**src/hw/rtl/hsvrgb_pkg.sv**
```systemverilog
// -----------------------------------------------------------------------------
// hsvrgb_pkg
// item types, stage types and constants of the hsv to rgb converter
// -----------------------------------------------------------------------------
package hsvrgb_pkg;

	localparam logic [8:0]  FULL_CIRCLE   = 9'd360;
	localparam logic [7:0]  CHAN_MAX      = 8'd255;
	localparam logic [5:0]  SECTOR_SPAN   = 6'd60;
	// floor(x/60) == (x * RECIP60) >> RECIP60_SHIFT for x up to 255*60
	localparam logic [14:0] RECIP60       = 15'd17477;
	localparam int          RECIP60_SHIFT = 20;

	typedef enum logic [2:0] {
		SEC_RED     = 3'd0,
		SEC_YELLOW  = 3'd1,
		SEC_GREEN   = 3'd2,
		SEC_CYAN    = 3'd3,
		SEC_BLUE    = 3'd4,
		SEC_MAGENTA = 3'd5
	} sector_t;

	typedef struct packed {
		logic [8:0] hue;
		logic [7:0] saturation;
		logic [7:0] brightness;
		logic [7:0] alpha_in;
	} hsv_item_t;

	typedef struct packed {
		logic [7:0] red;
		logic [7:0] green;
		logic [7:0] blue;
		logic [7:0] alpha_out;
	} rgb_item_t;

	// stage 1: sector decoded
	typedef struct packed {
		sector_t    sector;
		logic [5:0] rem;
		logic [7:0] sat;
		logic [7:0] val;
		logic [7:0] alpha;
		logic       gray;
		logic       black;
	} stage1_t;

	// stage 2: saturation products
	typedef struct packed {
		sector_t     sector;
		logic [7:0]  val;
		logic [7:0]  alpha;
		logic        gray;
		logic        black;
		logic [13:0] prod_up;
		logic [13:0] prod_dn;
		logic [15:0] prod_c1;
	} stage2_t;

	// stage 3: scaled saturation terms
	typedef struct packed {
		sector_t    sector;
		logic [7:0] val;
		logic [7:0] alpha;
		logic       gray;
		logic       black;
		logic [7:0] sub_up;
		logic [7:0] sub_dn;
		logic [7:0] c1;
	} stage3_t;

	// stage 4: brightness products
	typedef struct packed {
		sector_t     sector;
		logic [7:0]  val;
		logic [7:0]  alpha;
		logic        gray;
		logic        black;
		logic [7:0]  c1;
		logic [15:0] prod_up;
		logic [15:0] prod_dn;
	} stage4_t;

endpackage

```
**src/hw/rtl/hsv_to_rgb_converter.sv**
```systemverilog
// -----------------------------------------------------------------------------
// hsv_to_rgb_converter
// five stage pipelined integer hsv to 8-bit rgb pixel converter
// -----------------------------------------------------------------------------
// usage
//   input channel hsv (hsv_valid / hsv_ready) carries one pixel item: hue in
//   degrees, saturation, brightness and alpha. output channel rgb
//   (rgb_valid / rgb_ready) carries one result item per input item, in order.
//   zero saturation gives gray; a hue of 360 or more with nonzero saturation
//   gives black. alpha always passes through.
// timing
//   rgb_valid is registered: it is the valid bit of the last stage register.
//   throughput is one item per cycle while the receiver takes results: the
//   five stages are register separated (sector decode, saturation multiply,
//   divide by 60 and 255, brightness multiply, divide by 255 and channel
//   select).
// stalls
//   each stage holds its item while the stage after it is full and blocked,
//   so a stalled receiver fills bubbles first and only then drops hsv_ready.
//   hsv_ready depends combinationally on rgb_ready through that chain.
// reset
//   arst_n clears all stage valid bits; the payload registers are not reset.
// -----------------------------------------------------------------------------
module hsv_to_rgb_converter
	import hsvrgb_pkg::*;
(
	input  logic      clk,
	input  logic      arst_n,
	input  logic      hsv_valid,
	output logic      hsv_ready,
	input  hsv_item_t hsv,
	output logic      rgb_valid,
	input  logic      rgb_ready,
	output rgb_item_t rgb
);

	// stage valid bits and stage advance enables
	logic valid_s1, valid_s2, valid_s3, valid_s4, valid_s5;
	logic en_s1, en_s2, en_s3, en_s4, en_s5;

	stage1_t   pipe_s1, next_s1;
	stage2_t   pipe_s2, next_s2;
	stage3_t   pipe_s3, next_s3;
	stage4_t   pipe_s4, next_s4;
	rgb_item_t rgb_s5, next_s5;

	// a stage may load when it is empty or its item moves on this edge
	assign en_s5     = !valid_s5 || rgb_ready;
	assign en_s4     = !valid_s4 || en_s5;
	assign en_s3     = !valid_s3 || en_s4;
	assign en_s2     = !valid_s2 || en_s3;
	assign en_s1     = !valid_s1 || en_s2;
	assign hsv_ready = en_s1;
	assign rgb_valid = valid_s5;
	assign rgb       = rgb_s5;

	// stage 1: sector and offset inside the sector
	sector_t    dec_sector;
	logic [5:0] dec_rem;
	logic       dec_black;

	hsvrgb_sector u_sector (
		.hue    (hsv.hue),
		.sector (dec_sector),
		.rem    (dec_rem),
		.black  (dec_black)
	);

	always_comb begin
		next_s1.sector = dec_sector;
		next_s1.rem    = dec_rem;
		next_s1.sat    = hsv.saturation;
		next_s1.val    = hsv.brightness;
		next_s1.alpha  = hsv.alpha_in;
		next_s1.gray   = (hsv.saturation == 8'd0);
		next_s1.black  = dec_black;
	end

	// stage 2: s*r, s*(60-r) and v*(255-s)
	// t = 6*r, so s*t/360 is s*r/60 and s*(360-t)/360 is s*(60-r)/60
	always_comb begin
		next_s2.sector  = pipe_s1.sector;
		next_s2.val     = pipe_s1.val;
		next_s2.alpha   = pipe_s1.alpha;
		next_s2.gray    = pipe_s1.gray;
		next_s2.black   = pipe_s1.black;
		next_s2.prod_up = 14'(pipe_s1.sat) * 14'(pipe_s1.rem);
		next_s2.prod_dn = 14'(pipe_s1.sat) * 14'(SECTOR_SPAN - pipe_s1.rem);
		next_s2.prod_c1 = 16'(pipe_s1.val) * 16'(CHAN_MAX - pipe_s1.sat);
	end

	// stage 3: divide the saturation products by 60, c1 by 255
	logic [7:0] quo_up, quo_dn, quo_c1;

	hsvrgb_div60 u_div60_up (
		.num (pipe_s2.prod_up),
		.quo (quo_up)
	);

	hsvrgb_div60 u_div60_dn (
		.num (pipe_s2.prod_dn),
		.quo (quo_dn)
	);

	hsvrgb_div255 u_div255_c1 (
		.num (pipe_s2.prod_c1),
		.quo (quo_c1)
	);

	always_comb begin
		next_s3.sector = pipe_s2.sector;
		next_s3.val    = pipe_s2.val;
		next_s3.alpha  = pipe_s2.alpha;
		next_s3.gray   = pipe_s2.gray;
		next_s3.black  = pipe_s2.black;
		next_s3.sub_up = quo_up;
		next_s3.sub_dn = quo_dn;
		next_s3.c1     = quo_c1;
	end

	// stage 4: v*(255-sub) for the rising and falling terms
	always_comb begin
		next_s4.sector  = pipe_s3.sector;
		next_s4.val     = pipe_s3.val;
		next_s4.alpha   = pipe_s3.alpha;
		next_s4.gray    = pipe_s3.gray;
		next_s4.black   = pipe_s3.black;
		next_s4.c1      = pipe_s3.c1;
		next_s4.prod_up = 16'(pipe_s3.val) * 16'(CHAN_MAX - pipe_s3.sub_up);
		next_s4.prod_dn = 16'(pipe_s3.val) * 16'(CHAN_MAX - pipe_s3.sub_dn);
	end

	// stage 5: final divide by 255 and channel order per sector
	logic [7:0] c2, c3;

	hsvrgb_div255 u_div255_c2 (
		.num (pipe_s4.prod_up),
		.quo (c2)
	);

	hsvrgb_div255 u_div255_c3 (
		.num (pipe_s4.prod_dn),
		.quo (c3)
	);

	always_comb begin
		next_s5.alpha_out = pipe_s4.alpha;
		if (pipe_s4.gray) begin
			// gray wins over an out of range hue
			next_s5.red   = pipe_s4.val;
			next_s5.green = pipe_s4.val;
			next_s5.blue  = pipe_s4.val;
		end else if (pipe_s4.black) begin
			next_s5.red   = 8'd0;
			next_s5.green = 8'd0;
			next_s5.blue  = 8'd0;
		end else begin
			unique case (pipe_s4.sector)
				SEC_RED: begin
					next_s5.red   = pipe_s4.val;
					next_s5.green = c3;
					next_s5.blue  = pipe_s4.c1;
				end
				SEC_YELLOW: begin
					next_s5.red   = c2;
					next_s5.green = pipe_s4.val;
					next_s5.blue  = pipe_s4.c1;
				end
				SEC_GREEN: begin
					next_s5.red   = pipe_s4.c1;
					next_s5.green = pipe_s4.val;
					next_s5.blue  = c3;
				end
				SEC_CYAN: begin
					next_s5.red   = pipe_s4.c1;
					next_s5.green = c2;
					next_s5.blue  = pipe_s4.val;
				end
				SEC_BLUE: begin
					next_s5.red   = c3;
					next_s5.green = pipe_s4.c1;
					next_s5.blue  = pipe_s4.val;
				end
				default: begin
					// magenta sector
					next_s5.red   = pipe_s4.val;
					next_s5.green = pipe_s4.c1;
					next_s5.blue  = c2;
				end
			endcase
		end
	end

	// valid bits travel with the items
	always_ff @(posedge clk or negedge arst_n) begin
		if (!arst_n) begin
			valid_s1 <= 1'b0;
			valid_s2 <= 1'b0;
			valid_s3 <= 1'b0;
			valid_s4 <= 1'b0;
			valid_s5 <= 1'b0;
		end else begin
			if (en_s1) valid_s1 <= hsv_valid;
			if (en_s2) valid_s2 <= valid_s1;
			if (en_s3) valid_s3 <= valid_s2;
			if (en_s4) valid_s4 <= valid_s3;
			if (en_s5) valid_s5 <= valid_s4;
		end
	end

	// payload registers load only when a real item moves in
	always_ff @(posedge clk) begin
		if (en_s1 && hsv_valid) pipe_s1 <= next_s1;
		if (en_s2 && valid_s1)  pipe_s2 <= next_s2;
		if (en_s3 && valid_s2)  pipe_s3 <= next_s3;
		if (en_s4 && valid_s3)  pipe_s4 <= next_s4;
		if (en_s5 && valid_s4)  rgb_s5  <= next_s5;
	end

endmodule

```
**src/hw/rtl/hsvrgb_sector.sv**
```systemverilog
// -----------------------------------------------------------------------------
// hsvrgb_sector
// splits the hue into a 60 degree sector and the offset inside it
// -----------------------------------------------------------------------------
module hsvrgb_sector
	import hsvrgb_pkg::*;
(
	input  logic [8:0] hue,
	output sector_t    sector,
	output logic [5:0] rem,
	output logic       black
);

	localparam logic [8:0] SPAN9 = {3'b000, SECTOR_SPAN};

	logic [8:0] base;

	always_comb begin
		black = (hue >= FULL_CIRCLE);
		priority if (hue < SPAN9) begin
			sector = SEC_RED;
			base   = 9'd0;
		end else if (hue < 9'(2 * SPAN9)) begin
			sector = SEC_YELLOW;
			base   = SPAN9;
		end else if (hue < 9'(3 * SPAN9)) begin
			sector = SEC_GREEN;
			base   = 9'(2 * SPAN9);
		end else if (hue < 9'(4 * SPAN9)) begin
			sector = SEC_CYAN;
			base   = 9'(3 * SPAN9);
		end else if (hue < 9'(5 * SPAN9)) begin
			sector = SEC_BLUE;
			base   = 9'(4 * SPAN9);
		end else if (hue < FULL_CIRCLE) begin
			sector = SEC_MAGENTA;
			base   = 9'(5 * SPAN9);
		end else begin
			// out of range, result is forced black later unless saturation is zero
			sector = SEC_RED;
			base   = hue;
		end
		rem = 6'(hue - base);
	end

endmodule

```
**src/hw/rtl/hsvrgb_div60.sv**
```systemverilog
// -----------------------------------------------------------------------------
// hsvrgb_div60
// floor division by 60 through a reciprocal multiply
// -----------------------------------------------------------------------------
module hsvrgb_div60
	import hsvrgb_pkg::*;
(
	input  logic [13:0] num,
	output logic [7:0]  quo
);

	logic [28:0] prod;

	// exact for num up to 255*60, quotient fits eight bits
	assign prod = 29'(num) * 29'(RECIP60);
	assign quo  = prod[RECIP60_SHIFT +: 8];

endmodule

```
**src/hw/rtl/hsvrgb_div255.sv**
```systemverilog
// -----------------------------------------------------------------------------
// hsvrgb_div255
// floor division by 255 of a product of two bytes, shift and add only
// -----------------------------------------------------------------------------
module hsvrgb_div255 (
	input  logic [15:0] num,
	output logic [7:0]  quo
);

	logic [16:0] sum;

	// (n + n/256 + 1) / 256 equals n / 255 for n up to 255*255
	assign sum = {1'b0, num} + {9'b0, num[15:8]} + 17'd1;
	assign quo = sum[15:8];

endmodule

```
**config.mk**
```make
export PLATFORM = sky130hd
export DESIGN_NAME = hsv_to_rgb_converter
export DESIGN_NICKNAME = d
export VERILOG_FILES = /design/src/hw/rtl/hsvrgb_pkg.sv /design/src/hw/rtl/hsv_to_rgb_converter.sv /design/src/hw/rtl/hsvrgb_sector.sv /design/src/hw/rtl/hsvrgb_div60.sv /design/src/hw/rtl/hsvrgb_div255.sv
export SDC_FILE = /design/constraint.sdc
export NUM_CORES = 1
export LEC_CHECK = 0
export BUFFER_PORTS_ARGS = -buffer_cell sky130_fd_sc_hd__buf_2
export CORE_MARGIN = 5
export CORE_UTILIZATION = 50
export CTS_BUF_LIST = sky130_fd_sc_hd__clkbuf_8
export CTS_CLUSTER_SIZE = 8
export DETAILED_ROUTE_END_ITERATION = 16
export HOLD_SLACK_MARGIN = 0.15
export PLACE_DENSITY_LB_ADDON = 0.15
export SLEW_MARGIN = 20
export SYNTH_ARGS = -nofsm -noshare
export SYNTH_HDL_FRONTEND = slang
export SYNTH_SLANG_ARGS = --single-unit
export TNS_END_PERCENT = 1
```
**constraint.sdc**
```tcl
create_clock -name clk -period 9.2 [get_ports clk]
set_input_delay 0.92 -clock clk [delete_from_list [all_inputs] [get_ports clk]]
set_output_delay 0.92 -clock clk [all_outputs]
set_load 0.005 [all_outputs]
```
==> qor.csv <==
metric,value,unit
outcome,finished clean,
dr.pass1.iters,5,
die_x,226,um
die_y,226,um
core,46300,um2
async_flop_share,2.07,%
path_cells,inv_1 > ha_1 > nor2_1 > nand3_1 > or2_2 > fa_1 > fa_1 > inv_1 > fa_1 > inv_1 > fa_1 > inv_1 > ha_1 > inv_1 > o21bai_1 > a21oi_1 > o21a_1 > or4b_2 > o2111ai_1,
grt_setup_unrepaired,false,
ys_seq_area_share,31.2,%
synth_top_area_share,30.6,%
worstPathArrival,5.83,ns
tightest_slew,1.03,ns
path_clk_slew,0.06,ns
relSlewSlack,31.2,%
crit_family,adder cells,
drive_gt1_share,7.00,%
endpoint_kind,flip-flop,
synth_edf_count,237,
clk_path_buf_depth,3,
fin_skew,0.0339,ns
antenna_left,0,
multi_input_area,14500,um2
io_buffers,70,
grt-ovfl-total,0,
grtUsageTotal,18.2,%
max_stage_delay,0.61,ns
yosys_warnings,0,
vias,15000,
diodes,0,
crit_type,flip-flop to flip-flop,
finalHoldViolations,0,
grt_max_degree,65,
routed_wl,44.9,mm
initial_core_util,50.2,%
areaGrowthSynthToFinish,7.80,%
final_cells,2837,
ioPinCount,71,
final_nets,2809,
gp_congestion,0.878,
routed_via_density,5.28,
core.rowCount,79,
cp_num_buf_inv,5,
grt_antenna_before_repair,0,
synth_seq_cells,242,
hp-class,flip-flop to flip-flop,
startpoint_type,flip-flop,
tritoncts,yes,
drc,0,
syn-cell-area,23200,um2
fin_crit_sh,58.7,%
crit_top_cell,inv_1,
fmax,185,MHz
root_buffer,clkbuf_8,
cts_buffers,42,
grt_pass1_vias,15600,
critPathSlowestCell,or4b_2,
clk_latency,0.60,ns
setup_viol,0,
drv_slew,0,
drt_iter0_markers,790,
yosys.area.top_type,edfxtp_1,
synthTopCellsByArea,"edfxtp_1, ha_1, fa_1",
placed_cells,2762,
synth_fp_nets,2736,
worstPathRequired,9.63,ns
tns,0,ns
fin_crit,5.40,ns
dp_hpwl,35.6,mm
cts_sinks,242,
htreeDepth,2,
worst-path-max-fanout,11,
cap_viol_max_count,0,
final_util,54.1,%
avgSynthCellArea,10.9,um2
dieArea,50900,um2
grt_pass1_wl,75.9,mm
synthCells,2127,
ys.flop_type,edfxtp_1,
regArea,7240,um2
ys_types,76,
wl_per_cell,15.8,um
nFillCells,4071,
## final cells by class
type | count | area share [%]
repair buffers | 76 | 1.59
clock buffers | 44 | 2.42
inverters | 343 | 5.14
clock inverters | 30 | 0.889
well taps | 607 | 3.03
flip-flops and latches | 242 | 28.9
multi-input cells | 1495 | 58.0
## state kept, by name (all words and copies together) (netlist names), 8 cells and up
| signal | cells |
|---|---|
| rgb | 32 |
| pipe_s4 | 53 |
| next_s5 | 8 |
| pipe_s3 | 16 |
| pipe_s2 | 43 |
| next_s2 | 21 |
| next_s4 | 29 |
| next_s3 | 21 |
| pipe_s1 | 14 |
## synthesized netlist by cell type, types with 4 or more instances
| cell type | n |
|---|---|
| a211oi_1 | 11 |
| a21boi_0 | 4 |
| a21o_1 | 26 |
| a21oi_1 | 78 |
| a221oi_1 | 6 |
| a22oi_1 | 5 |
| a31oi_1 | 11 |
| a41oi_1 | 6 |
| and2_1 | 72 |
| and3_1 | 8 |
| and4_1 | 4 |
| clkbuf_1 | 42 |
| dfrtp_1 | 5 |
| edfxtp_1 | 237 |
| fa_1 | 207 |
| ha_1 | 365 |
| inv_1 | 342 |
| nand2_1 | 91 |
| nand2b_1 | 98 |
| nand3_1 | 25 |
| nand4_1 | 8 |
| nor2_1 | 51 |
| nor2b_1 | 127 |
| nor3_1 | 24 |
| o2111ai_1 | 8 |
| o211ai_1 | 11 |
| o21a_1 | 21 |
| o21ai_0 | 51 |
| o21bai_1 | 10 |
| o22ai_1 | 5 |
| o311ai_0 | 4 |
| o31ai_1 | 4 |
| or2_2 | 5 |
| or3_1 | 5 |
| or4_1 | 4 |
| xnor2_1 | 63 |
| xor2_1 | 24 |
## metrics by stage
step | cell area [um2] | hold WS [ns] | setup WS [ns]
2_1_floorplan | 23200 | 0.400 | 4.09
5_1_grt | 25000 | 0.392 | 3.47
6_report | 25000 | 0.399 | 3.80
3_5_place_dp | 24200 | 0.405 | 3.82
3_3_place_gp | 24200 | 0.401 | 3.91
4_1_cts | 25000 | 0.389 | 3.81
## worst reg2reg max path: cells and delay by family, from the launching register on
family	cells	cell delay (ns)
AOI/OAI and AO/OA	4	0.58
adders and majority gates	6	2.40
buffers and inverters	5	0.26
DFF	1	0.54
and+or+nand+nor	4	1.46
## placed cells by master (no fill, tap or decap), types with 21 or more instances in the layout
cell and count:
ha_1 365, inv_1 359, edfxtp_1 237, fa_1 207, nor2b_1 126, nand2b_1 98
nand2_1 91, a21oi_1 78, buf_2 70, and2_1 69, xnor2_1 63, o21ai_0 51
nor2_1 51, clkbuf_8 44, a21o_1 26, nand3_1 25, nor3_1 24, xor2_1 24
o21a_1 21
## timing repair
item | 4_1_cts | 5_1_grt
endpoints found under the hold margin | 5 | 0
hold buffers | 1 | 0
setup buffers | 0 | 0
gates resized for setup | 0 | 0
## logic make-up after synthesis
family,Yosys count,synth area share (%)
AO/OA/AOI/OAI,297,8.73
XOR/XNOR,87,3.28
adder cells (fa/ha/maj),573,37.5
buffers and inverters,390,6.32
flip-flops,242,31.2
multiplexers,4,0.178
AND/OR/NAND/NOR,534,12.8
## metal layers
layer / vias to the layer above / wire length (um) / track usage [%]
li1: 7356 / - / -
met1: 7312 / 20000 / 24.1
met2: 236 / 21900 / 31.3
met3: 71 / 1650 / 2.71
met4: 0 / 1230 / 5.43
met5: - / 0 / 0
## worst paths after layout
| kind | slack (ns) | depth (start not counted) | endpoint | from |
|---|---|---|---|---|
| min | 0.40 | 0 | next_s4[53]$_DFFE_PP_ | next_s3[37]$_DFFE_PP_ |
| min in group asynchronous | 0.69 | 2 | rgb_valid$_DFFE_PN0P_ | arst_n |
| max in group asynchronous | 8.36 | 2 | valid_s4$_DFFE_PN0P_ | arst_n |
| max reg2reg | 3.80 | 19 | pipe_s2[28]$_DFFE_PP_ | pipe_s1[27]$_DFFE_PP_ |
| min reg2reg | 0.40 | 0 | next_s4[53]$_DFFE_PP_ | next_s3[37]$_DFFE_PP_ |
| max | 3.80 | 19 | pipe_s2[28]$_DFFE_PP_ | pipe_s1[27]$_DFFE_PP_ |
Power is left out: the tool's default activity adds up to more than one toggle a clock period on the data nets, which glitch-free logic cannot reach.
